<file path="src/rtl/gamepad_keystroke_synthesizer_assert.svh">
// ----------------------------------------------------------------------------
// Assertion macros for the gamepad keystroke synthesizer
// Shared macros for clocked checks, disabled while reset is asserted.
// ----------------------------------------------------------------------------
`ifndef GAMEPAD_KEYSTROKE_SYNTHESIZER_ASSERT_SVH
`define GAMEPAD_KEYSTROKE_SYNTHESIZER_ASSERT_SVH

// Consequent must hold in the same cycle as the antecedent.
`define GKS_ASSERT_SAME(label, ante, cons, msg) \
	label: assert property (@(posedge clk) disable iff (!arst_n) (ante) |-> (cons)) \
		else $error(msg);

// Consequent must hold in the cycle after the antecedent.
`define GKS_ASSERT_NEXT(label, ante, cons, msg) \
	label: assert property (@(posedge clk) disable iff (!arst_n) (ante) |=> (cons)) \
		else $error(msg);

`endif

</file>
<file path="src/rtl/gks_pkg.sv">
// ----------------------------------------------------------------------------
// gks_pkg
// Types, register indexes, reset values and event codes of the keystroke
// synthesizer.
// ----------------------------------------------------------------------------
package gks_pkg;

	// Default size of the key mask.
	localparam int KEY_COUNT_DEF = 34;

	// Fixed layout of the key mask.
	localparam int BUTTON_COUNT    = 16;
	localparam int LEFT_TRIG_BIT   = 16;
	localparam int RIGHT_TRIG_BIT  = 17;
	localparam int LEFT_STICK_LSB  = 18;
	localparam int RIGHT_STICK_LSB = 26;
	localparam int STICK_DIRS      = 8;
	localparam int MASK_MAX        = 64;
	localparam int GUIDE_BIT       = 10;
	localparam int UNKNOWN_BIT     = 11;

	// Configuration port.
	localparam int CFG_INDEX_W = 3;
	localparam int CFG_DATA_W  = 16;

	localparam logic [CFG_INDEX_W-1:0] REG_REPEAT_DELAY  = 3'd0;
	localparam logic [CFG_INDEX_W-1:0] REG_REPEAT_PERIOD = 3'd1;
	localparam logic [CFG_INDEX_W-1:0] REG_TRIG_THRESH   = 3'd2;
	localparam logic [CFG_INDEX_W-1:0] REG_STICK_THRESH  = 3'd3;

	localparam logic [15:0] RESET_REPEAT_DELAY  = 16'd400;
	localparam logic [15:0] RESET_REPEAT_PERIOD = 16'd100;
	localparam logic [7:0]  RESET_TRIG_THRESH   = 8'd31;
	localparam logic [14:0] RESET_STICK_THRESH  = 15'd19968;

	// Event kinds.
	localparam logic [1:0] KIND_DOWN   = 2'd0;
	localparam logic [1:0] KIND_UP     = 2'd1;
	localparam logic [1:0] KIND_REPEAT = 2'd2;

	// Typematic repeat phase.
	typedef enum logic [1:0] {
		PH_IDLE      = 2'd0,
		PH_WAITING   = 2'd1,
		PH_REPEATING = 2'd2
	} phase_t;

	// Thresholds used by the key mask builder.
	typedef struct packed {
		logic [7:0]  trig_thresh;
		logic [14:0] stick_thresh;
	} thresh_t;

endpackage

</file>
<file path="src/rtl/gamepad_keystroke_synthesizer.sv">
// A request is accepted into the input register, and its result moves into
// the result register when the output is ready. Throughput: one request per
// cycle while out_stall is low; the key mask, both priority encoders and the
// 64-bit elapsed-time compare sit in the single stage between registers.
// Reset: arst_n clears the pipeline valids, reported keys, repeat phase, key
// and stamp at once, and loads the registers with their default values.
// ----------------------------------------------------------------------------
// gamepad_keystroke_synthesizer
// Typematic key event generator: turns gamepad polls into key down, key up
// and repeated key down events, at most one per poll.
// ----------------------------------------------------------------------------
module gamepad_keystroke_synthesizer #(
	parameter int KEY_COUNT = gks_pkg::KEY_COUNT_DEF
) (
	input  logic                           clk,
	input  logic                           arst_n,
	// Configuration
	input  logic                           cfg_we,
	input  logic [gks_pkg::CFG_INDEX_W-1:0] cfg_index,
	input  logic [gks_pkg::CFG_DATA_W-1:0]  cfg_data,
	// Poll requests
	input  logic                           in_valid,
	output logic                           in_stall,
	input  logic                           pad_active,
	input  logic [15:0]                    button_bits,
	input  logic [7:0]                     left_trigger_level,
	input  logic [7:0]                     right_trigger_level,
	input  logic signed [15:0]             left_stick_x,
	input  logic signed [15:0]             left_stick_y,
	input  logic signed [15:0]             right_stick_x,
	input  logic signed [15:0]             right_stick_y,
	input  logic [63:0]                    time_ms,
	// Event results
	output logic                           out_valid,
	input  logic                           out_stall,
	output logic                           event_status,
	output logic [5:0]                     key_index,
	output logic [1:0]                     event_kind
);

	// Configuration registers.
	logic [15:0]      repeat_delay_q;
	logic [15:0]      repeat_period_q;
	gks_pkg::thresh_t thresh_q;

	always_ff @(posedge clk or negedge arst_n) begin
		if (!arst_n) begin
			repeat_delay_q          <= gks_pkg::RESET_REPEAT_DELAY;
			repeat_period_q         <= gks_pkg::RESET_REPEAT_PERIOD;
			thresh_q.trig_thresh    <= gks_pkg::RESET_TRIG_THRESH;
			thresh_q.stick_thresh   <= gks_pkg::RESET_STICK_THRESH;
		end else if (cfg_we) begin
			case (cfg_index)
				gks_pkg::REG_REPEAT_DELAY:  repeat_delay_q        <= cfg_data;
				gks_pkg::REG_REPEAT_PERIOD: repeat_period_q       <= cfg_data;
				gks_pkg::REG_TRIG_THRESH:   thresh_q.trig_thresh  <= cfg_data[7:0];
				gks_pkg::REG_STICK_THRESH:  thresh_q.stick_thresh <= cfg_data[14:0];
				default: ;
			endcase
		end
	end

	// Handshake control.
	logic valid_s1;
	logic out_valid_q;
	logic out_ready;
	logic adv_s1;
	logic in_fire;

	assign out_ready = !out_valid_q || !out_stall;
	assign adv_s1    = valid_s1 && out_ready;
	assign in_stall  = valid_s1 && !out_ready;
	assign in_fire   = in_valid && !in_stall;

	always_ff @(posedge clk or negedge arst_n) begin
		if (!arst_n) begin
			valid_s1 <= 1'b0;
		end else if (in_fire) begin
			valid_s1 <= 1'b1;
		end else if (adv_s1) begin
			valid_s1 <= 1'b0;
		end
	end

	// Input register.
	logic               pad_active_s1;
	logic [15:0]        button_bits_s1;
	logic [7:0]         left_trigger_s1;
	logic [7:0]         right_trigger_s1;
	logic signed [15:0] left_x_s1;
	logic signed [15:0] left_y_s1;
	logic signed [15:0] right_x_s1;
	logic signed [15:0] right_y_s1;
	logic [63:0]        time_s1;

	always_ff @(posedge clk) begin
		if (in_fire) begin
			pad_active_s1    <= pad_active;
			button_bits_s1   <= button_bits;
			left_trigger_s1  <= left_trigger_level;
			right_trigger_s1 <= right_trigger_level;
			left_x_s1        <= left_stick_x;
			left_y_s1        <= left_stick_y;
			right_x_s1       <= right_stick_x;
			right_y_s1       <= right_stick_y;
			time_s1          <= time_ms;
		end
	end

	// Current key mask.
	logic [KEY_COUNT-1:0] current_keys;

	gks_key_mask #(
		.KEY_COUNT (KEY_COUNT)
	) u_key_mask (
		.thresh              (thresh_q),
		.pad_active          (pad_active_s1),
		.button_bits         (button_bits_s1),
		.left_trigger_level  (left_trigger_s1),
		.right_trigger_level (right_trigger_s1),
		.left_stick_x        (left_x_s1),
		.left_stick_y        (left_y_s1),
		.right_stick_x       (right_x_s1),
		.right_stick_y       (right_y_s1),
		.keys                (current_keys)
	);

	// Repeat state.
	logic [KEY_COUNT-1:0] reported_q;
	gks_pkg::phase_t      phase_q;
	logic [5:0]           repeat_key_q;
	logic [63:0]          repeat_stamp_q;

	// Elapsed time since the stamp; a borrow means time went backwards.
	logic [64:0] elapsed;
	logic        over_delay;
	logic        over_period;

	assign elapsed     = {1'b0, time_s1} - {1'b0, repeat_stamp_q};
	assign over_delay  = !elapsed[64] &&
		((elapsed[63:16] != '0) || (elapsed[15:0] > repeat_delay_q));
	assign over_period = !elapsed[64] &&
		((elapsed[63:16] != '0) || (elapsed[15:0] > repeat_period_q));

	// Changed keys, split into released and pressed, lowest of each isolated.
	logic [KEY_COUNT-1:0] valid_keys;
	logic [KEY_COUNT-1:0] changed;
	logic [KEY_COUNT-1:0] released;
	logic [KEY_COUNT-1:0] pressed;
	logic [KEY_COUNT-1:0] rel_onehot;
	logic [KEY_COUNT-1:0] press_onehot;
	logic                 rel_any;
	logic                 press_any;
	logic [5:0]           rel_idx;
	logic [5:0]           press_idx;

	always_comb begin
		valid_keys = '1;
		valid_keys[gks_pkg::GUIDE_BIT]   = 1'b0;
		valid_keys[gks_pkg::UNKNOWN_BIT] = 1'b0;
	end

	assign changed      = (current_keys ^ reported_q) & valid_keys;
	assign released     = changed & ~current_keys;
	assign pressed      = changed & current_keys;
	assign rel_onehot   = released & (~released + KEY_COUNT'(1));
	assign press_onehot = pressed & (~pressed + KEY_COUNT'(1));
	assign rel_any      = released != '0;
	assign press_any    = pressed != '0;

	// Priority encoders: the lowest set bit wins.
	always_comb begin
		rel_idx   = '0;
		press_idx = '0;
		for (int i = KEY_COUNT - 1; i >= 0; i--) begin
			if (released[i]) begin
				rel_idx = 6'(i);
			end
			if (pressed[i]) begin
				press_idx = 6'(i);
			end
		end
	end

	// Phase after the delay check, and whether a repeat is due.
	gks_pkg::phase_t phase_eff;
	logic            rep_fire;

	always_comb begin
		case (phase_q)
			gks_pkg::PH_WAITING:
				phase_eff = over_delay ? gks_pkg::PH_REPEATING : gks_pkg::PH_WAITING;
			gks_pkg::PH_REPEATING: phase_eff = gks_pkg::PH_REPEATING;
			default:               phase_eff = gks_pkg::PH_IDLE;
		endcase
	end

	assign rep_fire = (phase_eff == gks_pkg::PH_REPEATING) && over_period;

	// Next phase.
	gks_pkg::phase_t phase_d;

	always_comb begin
		if (rep_fire) begin
			phase_d = gks_pkg::PH_REPEATING;
		end else if (rel_any) begin
			phase_d = gks_pkg::PH_IDLE;
		end else if (press_any) begin
			phase_d = gks_pkg::PH_WAITING;
		end else begin
			phase_d = phase_eff;
		end
	end

	// Event and state outputs.
	logic                 status_d;
	logic [5:0]           key_d;
	logic [1:0]           kind_d;
	logic [KEY_COUNT-1:0] reported_d;
	logic                 load_key;
	logic                 load_stamp;

	always_comb begin
		status_d   = 1'b0;
		key_d      = '0;
		kind_d     = gks_pkg::KIND_DOWN;
		reported_d = reported_q;
		load_key   = 1'b0;
		load_stamp = 1'b0;
		if (rep_fire) begin
			status_d   = 1'b1;
			key_d      = repeat_key_q;
			kind_d     = gks_pkg::KIND_REPEAT;
			load_stamp = 1'b1;
		end else if (rel_any) begin
			status_d   = 1'b1;
			key_d      = rel_idx;
			kind_d     = gks_pkg::KIND_UP;
			reported_d = reported_q & ~rel_onehot;
		end else if (press_any) begin
			status_d   = 1'b1;
			key_d      = press_idx;
			kind_d     = gks_pkg::KIND_DOWN;
			reported_d = reported_q | press_onehot;
			load_key   = 1'b1;
			load_stamp = 1'b1;
		end
	end

	// State registers, advanced once per request.
	always_ff @(posedge clk or negedge arst_n) begin
		if (!arst_n) begin
			reported_q     <= '0;
			phase_q        <= gks_pkg::PH_IDLE;
			repeat_key_q   <= '0;
			repeat_stamp_q <= '0;
		end else if (adv_s1) begin
			reported_q <= reported_d;
			phase_q    <= phase_d;
			if (load_key) begin
				repeat_key_q <= press_idx;
			end
			if (load_stamp) begin
				repeat_stamp_q <= time_s1;
			end
		end
	end

	// Result register.
	logic       event_status_q;
	logic [5:0] key_index_q;
	logic [1:0] event_kind_q;

	always_ff @(posedge clk or negedge arst_n) begin
		if (!arst_n) begin
			out_valid_q <= 1'b0;
		end else if (out_ready) begin
			out_valid_q <= adv_s1;
		end
	end

	always_ff @(posedge clk) begin
		if (adv_s1) begin
			event_status_q <= status_d;
			key_index_q    <= key_d;
			event_kind_q   <= kind_d;
		end
	end

	assign out_valid    = out_valid_q;
	assign event_status = event_status_q;
	assign key_index    = key_index_q;
	assign event_kind   = event_kind_q;

	// Checks.
	`include "gamepad_keystroke_synthesizer_assert.svh"

	`GKS_ASSERT_SAME(a_no_event_zero, out_valid && !event_status, (key_index == '0) && (event_kind == gks_pkg::KIND_DOWN), "Empty result carries a key or kind")
	`GKS_ASSERT_SAME(a_hidden_keys, 1'b1, !reported_q[gks_pkg::GUIDE_BIT] && !reported_q[gks_pkg::UNKNOWN_BIT], "Guide or unknown key entered the reported mask")
	`GKS_ASSERT_SAME(a_repeat_needs_phase, adv_s1 && rep_fire, phase_q != gks_pkg::PH_IDLE, "Repeat fired from the idle phase")
	`GKS_ASSERT_NEXT(a_release_idles, adv_s1 && !rep_fire && rel_any, phase_q == gks_pkg::PH_IDLE, "Key up did not return the repeat machine to idle")
	`GKS_ASSERT_NEXT(a_repeat_result, adv_s1 && rep_fire, out_valid && event_status && (event_kind == gks_pkg::KIND_REPEAT), "Due repeat was not reported")

endmodule

</file>
<file path="src/rtl/gks_key_mask.sv">
// ----------------------------------------------------------------------------
// gks_key_mask
// Builds the key mask of one pad snapshot: buttons, triggers over their
// threshold and the eight directions of each stick.
// ----------------------------------------------------------------------------
module gks_key_mask #(
	parameter int KEY_COUNT = gks_pkg::KEY_COUNT_DEF
) (
	input  gks_pkg::thresh_t    thresh,
	input  logic                pad_active,
	input  logic [15:0]         button_bits,
	input  logic [7:0]          left_trigger_level,
	input  logic [7:0]          right_trigger_level,
	input  logic signed [15:0]  left_stick_x,
	input  logic signed [15:0]  left_stick_y,
	input  logic signed [15:0]  right_stick_x,
	input  logic signed [15:0]  right_stick_y,
	output logic [KEY_COUNT-1:0] keys
);

	// Eight direction bits of one stick; a diagonal replaces its two singles.
	function automatic logic [gks_pkg::STICK_DIRS-1:0] stick_dirs(
		input logic signed [15:0] x,
		input logic signed [15:0] y,
		input logic [14:0]        t
	);
		logic signed [15:0] pos;
		logic signed [15:0] neg;
		logic u, d, r, l;
		logic [gks_pkg::STICK_DIRS-1:0] f;
		pos = $signed({1'b0, t});
		neg = ~pos;
		u = y > pos;
		d = y < neg;
		r = x > pos;
		l = x < neg;
		f = '0;
		if (u && l) begin
			u = 1'b0; l = 1'b0; f[4] = 1'b1;
		end
		if (u && r) begin
			u = 1'b0; r = 1'b0; f[5] = 1'b1;
		end
		if (d && r) begin
			d = 1'b0; r = 1'b0; f[6] = 1'b1;
		end
		if (d && l) begin
			d = 1'b0; l = 1'b0; f[7] = 1'b1;
		end
		f[0] = u;
		f[1] = d;
		f[2] = r;
		f[3] = l;
		return f;
	endfunction

	logic [gks_pkg::MASK_MAX-1:0] full_keys;

	// Assemble the full mask; an inactive pad reads as all released.
	always_comb begin
		full_keys = '0;
		if (pad_active) begin
			full_keys[gks_pkg::BUTTON_COUNT-1:0] = button_bits;
			full_keys[gks_pkg::LEFT_TRIG_BIT]  = left_trigger_level > thresh.trig_thresh;
			full_keys[gks_pkg::RIGHT_TRIG_BIT] = right_trigger_level > thresh.trig_thresh;
			full_keys[gks_pkg::LEFT_STICK_LSB +: gks_pkg::STICK_DIRS] =
				stick_dirs(left_stick_x, left_stick_y, thresh.stick_thresh);
			full_keys[gks_pkg::RIGHT_STICK_LSB +: gks_pkg::STICK_DIRS] =
				stick_dirs(right_stick_x, right_stick_y, thresh.stick_thresh);
		end
	end

	assign keys = full_keys[KEY_COUNT-1:0];

endmodule
</file>
<file path="config.mk">
export PLATFORM = sky130hd
export DESIGN_NAME = gamepad_keystroke_synthesizer
export DESIGN_NICKNAME = d
export VERILOG_FILES = /design/src/rtl/gks_pkg.sv /design/src/rtl/gamepad_keystroke_synthesizer.sv /design/src/rtl/gks_key_mask.sv
export VERILOG_INCLUDE_DIRS = /design/src /design/src/rtl
export SDC_FILE = /design/constraint.sdc
export NUM_CORES = 1
export LEC_CHECK = 0
export BUFFER_PORTS_ARGS = -buffer_cell sky130_fd_sc_hd__buf_2
export CAP_MARGIN = 20
export CORE_MARGIN = 2
export CORE_UTILIZATION = 61
export CTS_CLUSTER_DIAMETER = 150
export CTS_CLUSTER_SIZE = 12
export DETAILED_ROUTE_END_ITERATION = 7
export PLACE_DENSITY = 0.81
export SLEW_MARGIN = 20
export SYNTH_ARGS = -nofsm -noshare
export SYNTH_HDL_FRONTEND = slang
export SYNTH_SLANG_ARGS = --single-unit
</file>
<file path="constraint.sdc">
create_clock -name clk -period 8.6 [get_ports clk]
set_clock_uncertainty 0.05 [all_clocks]
set_input_delay 2.58 -clock clk [delete_from_list [all_inputs] [get_ports clk]]
set_output_delay 2.58 -clock clk [all_outputs]
set_load 0.02 [all_outputs]
</file>
==> results of run 1 <==
[worst paths after layout]
path | start | to | slack (ps) | depth (start not counted)
worst max-delay path | time_s1[0]$_DFFE_PP_ | reported_q[5]$_DFFE_PN0P_ | 1770 | 21
worst min-delay path | repeat_stamp_q[10]$_DFFE_PN0P_ | repeat_stamp_q[10]$_DFFE_PN0P_ | 430 | 1
worst max register to register | time_s1[0]$_DFFE_PP_ | reported_q[5]$_DFFE_PN0P_ | 1770 | 21
worst min register to register | repeat_stamp_q[10]$_DFFE_PN0P_ | repeat_stamp_q[10]$_DFFE_PN0P_ | 430 | 1
max in group asynchronous | arst_n | repeat_stamp_q[44]$_DFFE_PN0P_ | 4920 | 2
min in group asynchronous | arst_n | reported_q[23]$_DFFE_PN0P_ | 2030 | 1
[cell families (layout without fill, tap and decap cells)]
family / after synthesis / after routing
AO/OA/AOI/OAI: 679 / 679
XOR/XNOR: 30 / 30
adder cells (fa/ha/maj): 236 / 236
buffers and inverters: 273 / 465
flip-flops: 329 / 329
multiplexers: 99 / 99
other: 0 / 10
AND/OR/NAND/NOR: 653 / 653
[routing by layer]
metal | GRT usage [%] | vias up
li1 | - | 8954
met1 | 43.3 | 9377
met2 | 54.5 | 831
met3 | 3.97 | 176
met4 | 14.8 | 0
met5 | 0 | -
[per-stage QoR]
step | total power [W] | util, % | cells
after global routing | 0.00790 | 67.9 | 2969
after floorplan | 0.00495 | - | 2299
final | 0.00738 | 67.9 | 2969
after CTS | 0.00732 | 67.9 | 2959
after global placement | 0.00591 | 65.4 | 2901
after detailed placement | 0.00603 | 65.4 | 2901
[power groups by stage]
stage | clock [W] | combinational, W | sequential (W)
detailed placement | 0 | 0.00384 | 0.00218
finish | 0.00128 | 0.00394 | 0.00216
global placement | 0 | 0.00374 | 0.00216
global route | 0.00135 | 0.00435 | 0.00220
CTS | 0.00130 | 0.00387 | 0.00216
floorplan | 0 | 0.00281 | 0.00214
[placed cells by master (no fill, tap or decap), drive strengths merged, types with 18 or more instances in the layout]
cell    netlist  routed
nand2b       30      30
and2         21      21
nand2       175     175
o21bai       19      19
o21ai       128     128
a31oi        26      26
nor2b        43      43
nor4         22      22
o21a         29      29
buf          19     210
a211oi       30      30
dfrtp       146     146
nand3        47      47
clkbuf       57      56
a21oi       173     173
edfxtp      168     168
inv         197     199
nor3         51      51
and3         18      18
nand4        60      60
a21o         36      36
o31ai        20      20
mux2         90      90
o211ai       27      27
ha          234     234
nor2        127     127
[cell type report]
class | instances | area [µm²] | share of cell area, %
clock buffer | 56 | 870 | 3.52
timing repair buffer | 210 | 1100 | 4.47
antenna | 10 | 25.0 | 0.101
clock inverter | 2 | 17.5 | 0.0709
tap | 468 | 586 | 2.37
inverter | 197 | 739 | 2.99
multi-input combinational | 1697 | 12300 | 49.7
sequential | 329 | 9090 | 36.8
[flip-flops by register name, indices dropped and copies added (netlist names), 2 cells and up]
name	cells
repeat_stamp_q	64
time_s1	64
reported_q	32
thresh_q	23
left_x_s1	16
left_y_s1	16
repeat_delay_q	16
repeat_period_q	16
right_x_s1	16
right_y_s1	16
button_bits_s1	14
left_trigger_s1	8
right_trigger_s1	8
key_index	6
repeat_key_q	6
event_kind	2
phase_q	2
==> results.py, run 1 <==
metrics = {
    "outcome": {
        "status": "finished clean",
    },
    "synthesis": {
        "synth_area_leader_cell": "edfxtp_1",
        "yosys.area_share.simple_pct": 14.8,
        "synth_edf_count": 168,
        "seq_area_frac_synth_pct": 40.6,
        "syn-cell-area_um2": 22400,
        "synth_adder_area_share_pct": 13.2,
        "synthCells": 2299,
        "synthMuxAreaShare_pct": 4.93,
        "yosys_register_bits": 329,
        "yosysMostFrequentCell": "ha_1",
        "synth_xor_area_share_pct": 1.17,
        "async_reset_ff_share_pct": 48.9,
        "synth_area_per_cell_um2": 9.74,
        "synth_top_area_share_pct": 22.5,
        "synth_cell_types": 90,
        "synth_area_leaders": "edfxtp_1 (23%), dfrtp_1 (16%), ha_1 (13%)",
        "synth_common_cells": "ha_1 (234), inv_1 (197), nand2_1 (175)",
        "synth_compound_area_share_pct": 20.5,
        "synth-main-ff-cell": "edfxtp_1",
        "synth_top_family_by_area": "compound AO/OA/AOI/OAI gates",
        "syn_nets": 2719,
        "ys_warn_count": 0,
    },
    "sta": {
        "rsz0062_at_grt": "no",
        "hold-worst-slack_ps": 433,
        "setup_slack_ps": 1770,
        "slew_violations": 0,
        "setup_viol": 0,
        "slew_headroom_pct": 22.4,
        "worst_pin_slew_ps": 1150,
        "fin_crit_ps": 6830,
        "fmax_mhz": 146,
        "hold_viol": 0,
        "period_share_pct": 79.4,
        "setup_tns_ps": 0,
    },
    "pwr": {
        "pwr_density_cell_nw_per_um2": 299,
        "power_frac_seq_pct": 29.3,
        "pwr-share-comb_pct": 53.4,
        "max-vdd-ir-drop_mv": 0.227,
        "p_clk_share_pct": 17.3,
        "netSwitchingPower_w": 0.00324,
        "internal_power_w": 0.00414,
        "netSwitchingFraction_pct": 43.9,
        "leakage_nw": 10.6,
    },
    "setup_path": {
        "start_kind": "flip-flop",
        "critical_path_class": "flip-flop to flip-flop",
        "arrival_ps": 7230,
        "crit_buf_inv": 3,
        "worstPathCellList": "inv_1 -> ha_1 -> inv_1 -> fa_1 -> a211oi_1 -> o211ai_1 -> a21boi_0 -> xnor2_1 -> ha_1 -> a21o_1 -> a21o_1 -> a21o_1 -> a211o_1 -> o311ai_0 -> a21oi_1 -> a21oi_1 -> nand4_1 -> o21ai_4 -> buf_4 -> and2_1 -> a32oi_1",
        "worstPathRequired_ps": 9000,
        "crit_top_cell": "a21o_1",
        "slowest_stage": "o311ai_0",
        "cp_max_fo": 37,
        "cpPeakStageDelay_ps": 970,
        "end_kind": "flip-flop",
        "cp_top_family": "compound AO/OA/AOI/OAI gates",
    },
    "global_routing": {
        "antenna_found_initial": 10,
        "grtUsageTotal_pct": 32.8,
        "grt_max_degree": 93,
        "grt_pass1_vias": 18854,
        "grt_overflow": 0,
        "grt_first_pass_wirelength_um": 100000,
    },
    "detailed_routing": {
        "wl_um": 63700,
        "viasPerCell": 6.51,
        "routedWlPerCell_um": 21.5,
        "dr_wl_met3_um": 4200,
        "drc": 0,
        "num_vias": 19338,
        "top_layer_used": "met4",
        "postRouteAntennaNets": 0,
        "dr_wl_met2_um": 30000,
        "drtIter0Drc": 1683,
        "wirelength_met1_um": 26600,
        "firstDrtPassIters": 6,
    },
    "floorplanning": {
        "die_height_um": 196,
        "core.rowCount": 70,
        "die_x_um": 196,
        "start_util_pct": 61.6,
        "core_area_um2": 36300,
        "io_pins": 196,
        "fp.dieArea_um2": 38300,
    },
    "final_layout": {
        "n_fill_cell": 2896,
        "fin_nets": 2886,
        "stdcell_area_um2": 24700,
        "drive_above_1_share_pct": 13.1,
        "syn2layout_area_growth_pct": 10.3,
    },
    "clock_tree": {
        "root_buffer": "clkbuf_16",
        "clock_sinks": 329,
        "postCtsHoldBufs": 0,
        "worstSkewPairLatency_ps": 610,
        "cts_buffer_depth": 3,
        "post_cts_buffers": 0,
        "cts_made_buffers": 31,
        "clkTransAtPathRegs_ps": 60,
        "cts_tree": "yes",
        "h-tree-depth": 1,
        "cts_resized": 0,
    },
    "place": {
        "pre_cts_slack_ps": 1880,
        "gp_congestion": 0.950,
        "place_area_um2": 23800,
        "dp_hpwl_um": 48100,
        "io_buffers": 193,
    },
    "run": {
        "drv_cap": 0,
    },
    "min_path": {
        "hold_path.class": "flip-flop to flip-flop",
    },
}
Power figures use the tool's default switching activity.
==> inputs of run 2 (changes only) <==
--- a/config.mk
+++ b/config.mk
@@ -9,11 +9,11 @@
 export BUFFER_PORTS_ARGS = -buffer_cell sky130_fd_sc_hd__buf_2
 export CAP_MARGIN = 20
 export CORE_MARGIN = 2
-export CORE_UTILIZATION = 61
+export CORE_UTILIZATION = 55
 export CTS_CLUSTER_DIAMETER = 150
 export CTS_CLUSTER_SIZE = 12
 export DETAILED_ROUTE_END_ITERATION = 7
-export PLACE_DENSITY = 0.81
+export PLACE_DENSITY = 0.77
 export SLEW_MARGIN = 20
 export SYNTH_ARGS = -nofsm -noshare
 export SYNTH_HDL_FRONTEND = slang
==> constraint.sdc (replaced) <==
create_clock -name clk -period 5.7 [get_ports clk]
set_clock_uncertainty 0.05 [all_clocks]
set_input_delay 1.71 -clock clk [delete_from_list [all_inputs] [get_ports clk]]
set_output_delay 1.71 -clock clk [all_outputs]
set_load 0.02 [all_outputs]
==> run 2 against run 1 <==
Clock power increased by 50%; sequential share of layout area decreased by 0.59 points; total power increased by 52%; die area increased by 11%; worst hold slack about the same; flip-flop and latch count unchanged; global-route usage decreased by 2.9 points; critical path type unchanged; critical endpoint is now repeat_stamp_q[13]$_DFFE_PN0P_; highest routed layer unchanged.
==> results.py, run 2 (synthesis results as in run 1) <==
metrics = {
    "final_layout": {
        "final_common_cell": "ha_1",
        "n_fill_cell": 3320,
        "syn2layout_area_growth_pct": 12.1,
        "fin_nets": 2918,
        "final_cells": 3055,
        "final_util_pct": 62.7,
        "ff_latch_area_um2": 9090,
        "final_cell_mix": "ha_1 (234), inv_1 (197), buf_2 (192)",
        "multi_input_area_um2": 12300,
        "drive_above_1_share_pct": 14.4,
        "reg_top3": "repeat_stamp_q x64, time_s1 x64, reported_q x32",
    },
    "run": {
        "drv_cap": 0,
    },
    "sta": {
        "worst_pin_slew_ps": 1110,
        "fmax_mhz": 185,
        "slew_headroom_pct": 25.5,
        "setup_tns_ps": 0,
        "setup_viol": 0,
        "rsz0062_at_grt": "no",
        "hold_viol": 0,
        "slew_violations": 0,
        "fin_crit_ps": 5400,
        "period_share_pct": 94.7,
        "setup_slack_ps": 304,
    },
    "floorplanning": {
        "start_util_pct": 56.0,
        "core.rowCount": 73,
        "core_area_um2": 40000,
        "die_height_um": 206,
        "fp.dieArea_um2": 42300,
        "io_pins": 196,
        "die_x_um": 206,
    },
    "pwr": {
        "max-vdd-ir-drop_mv": 0.383,
        "netSwitchingFraction_pct": 43.3,
        "internal_power_w": 0.00636,
        "leakage_nw": 10.8,
        "netSwitchingPower_w": 0.00486,
        "power_frac_seq_pct": 28.8,
        "pwr_density_cell_nw_per_um2": 447,
        "pwr-share-comb_pct": 54.0,
        "p_clk_share_pct": 17.1,
    },
    "detailed_routing": {
        "routedWlPerCell_um": 20.9,
        "postRouteAntennaNets": 0,
        "firstDrtPassIters": 6,
        "drtIter0Drc": 1670,
        "viasPerCell": 6.22,
        "drc": 0,
        "wl_um": 64000,
        "num_vias": 19003,
    },
    "min_path": {
        "min_path_cells": 1,
        "holdCritStartpoint": "repeat_stamp_q[33]$_DFFE_PN0P_",
        "holdPathEnd": "repeat_stamp_q[33]$_DFFE_PN0P_",
        "hold_path.class": "flip-flop to flip-flop",
    },
    "setup_path": {
        "cpPeakStageDelay_ps": 430,
        "critical_path_class": "flip-flop to flip-flop",
        "arrival_ps": 5820,
        "end_kind": "flip-flop",
        "worstPathRequired_ps": 6120,
        "worstPathCellList": "inv_1 -> ha_1 -> inv_1 -> fa_1 -> a211oi_2 -> o211ai_1 -> a21boi_0 -> buf_4 -> xnor2_1 -> ha_1 -> a21o_1 -> a21o_1 -> a21o_1 -> a211o_1 -> o311ai_2 -> buf_4 -> a21oi_1 -> a21oi_1 -> nand4_1 -> o21ai_4 -> a21oi_4 -> buf_12 -> mux2_1",
        "slowest_stage": "fa_1",
        "regToRegStartpoint": "time_s1[0]$_DFFE_PP_",
        "reg2reg_slack_ps": 300,
        "cp_top_family": "compound AO/OA/AOI/OAI gates",
        "start_kind": "flip-flop",
        "worstReg2RegEnd": "repeat_stamp_q[13]$_DFFE_PN0P_",
        "crit_top_cell": "a21o_1",
        "cp_max_fo": 48,
        "crit_buf_inv": 5,
        "reg2reg_depth": 23,
    },
    "clock_tree": {
        "cts_buffer_depth": 3,
        "cts_made_buffers": 31,
        "worstSkewPairLatency_ps": 600,
        "post_cts_buffers": 0,
        "clock_sinks": 329,
        "clkTransAtPathRegs_ps": 60,
        "root_buffer": "clkbuf_16",
        "h-tree-depth": 1,
        "cts_tree": "yes",
    },
    "place": {
        "post-place-cells": 2989,
        "io_buffers": 193,
        "pre_cts_slack_ps": 23.1,
        "gp_congestion": 0.972,
        "dp_hpwl_um": 48700,
    },
    "global_routing": {
        "grtUsageTotal_pct": 29.9,
        "grt_first_pass_wirelength_um": 99500,
        "grt_overflow": 0,
        "grt_pass1_vias": 18561,
        "grt_max_degree": 104,
        "antenna_found_initial": 7,
    },
    "outcome": {
        "status": "finished clean",
    },
}
-- run 2: how the worst max path moves through the flow --
stage                          from                             end  slack (ps)  cells past startpoint
3_3_place_gp   time_s1[0]$_DFFE_PP_      reported_q[24]$_DFFE_PN0P_          70                     23
4_1_cts        time_s1[0]$_DFFE_PP_  repeat_stamp_q[26]$_DFFE_PN0P_         140                     23
5_1_grt        time_s1[0]$_DFFE_PP_      reported_q[20]$_DFFE_PN0P_          90                     24
3_5_place_dp   time_s1[0]$_DFFE_PP_      reported_q[19]$_DFFE_PN0P_          20                     23
6_report       time_s1[0]$_DFFE_PP_  repeat_stamp_q[13]$_DFFE_PN0P_         300                     23
2_1_floorplan  time_s1[0]$_DFFE_PP_          key_index[2]$_DFFE_PP_         690                     21
-- run 2: power groups by stage --
stage | sequential (W) | clock (W) | combinational (W)
4_1_cts | 0.00323 | 0.00197 | 0.00596
6_report | 0.00324 | 0.00192 | 0.00606
2_1_floorplan | 0.00323 | 0 | 0.00424
3_3_place_gp | 0.00325 | 0 | 0.00577
5_1_grt | 0.00328 | 0.00206 | 0.00667
3_5_place_dp | 0.00327 | 0 | 0.00591
-- run 2: final cells by class --
type                    count  share of cell area (%)
clock inverters             2                  0.0698
diodes                      7                  0.0698
flip-flops and latches    329                    36.2
clock buffers              56                    3.46
repair buffers            242                    5.64
inverters                 197                    2.95
well taps                 525                    2.62
multi-input cells        1697                    49.0
-- run 2: metal layers --
metal / GRT usage [%] / vias up / part of all wire, % / wire length [µm]
met2: 50.8 / 712 / 48 / 30500
met5: 0 / - / 0 / 0
li1: - / 9009 / - / -
met4: 11.8 / 0 / 3.9 / 2490
met3: 3.06 / 133 / 5.9 / 3760
met1: 39.4 / 9149 / 43 / 27300
-- run 2: worst register-to-register path, delay by kind of cell, from the launching register on --
kind                     cells  cell delay [ps]
XOR/XNOR                     1              210
adder cells (fa/ha/maj)      3              920
AND/OR/NAND/NOR              1              170
multiplexers                 1              440
AO/OA/AOI/OAI               12             2420
buffers and inverters        5              680
flip-flops                   1              390
-- run 2: timing repair --
action,4_1_cts,5_1_grt
hold buffers,0,0
endpoints found under the hold margin,0,0
pin swaps,0,0
setup endpoints to repair,1,72
gates resized for setup,1,4
-- run 2: stage by stage --
stage	cell area (µm²)	hold WS [ps]	total power [W]
floorplan	22400	406	0.00746
global placement	24100	417	0.00902
detailed placement	24100	425	0.00919
CTS	25000	439	0.0112
global route	25100	444	0.0120
finish	25100	433	0.0112
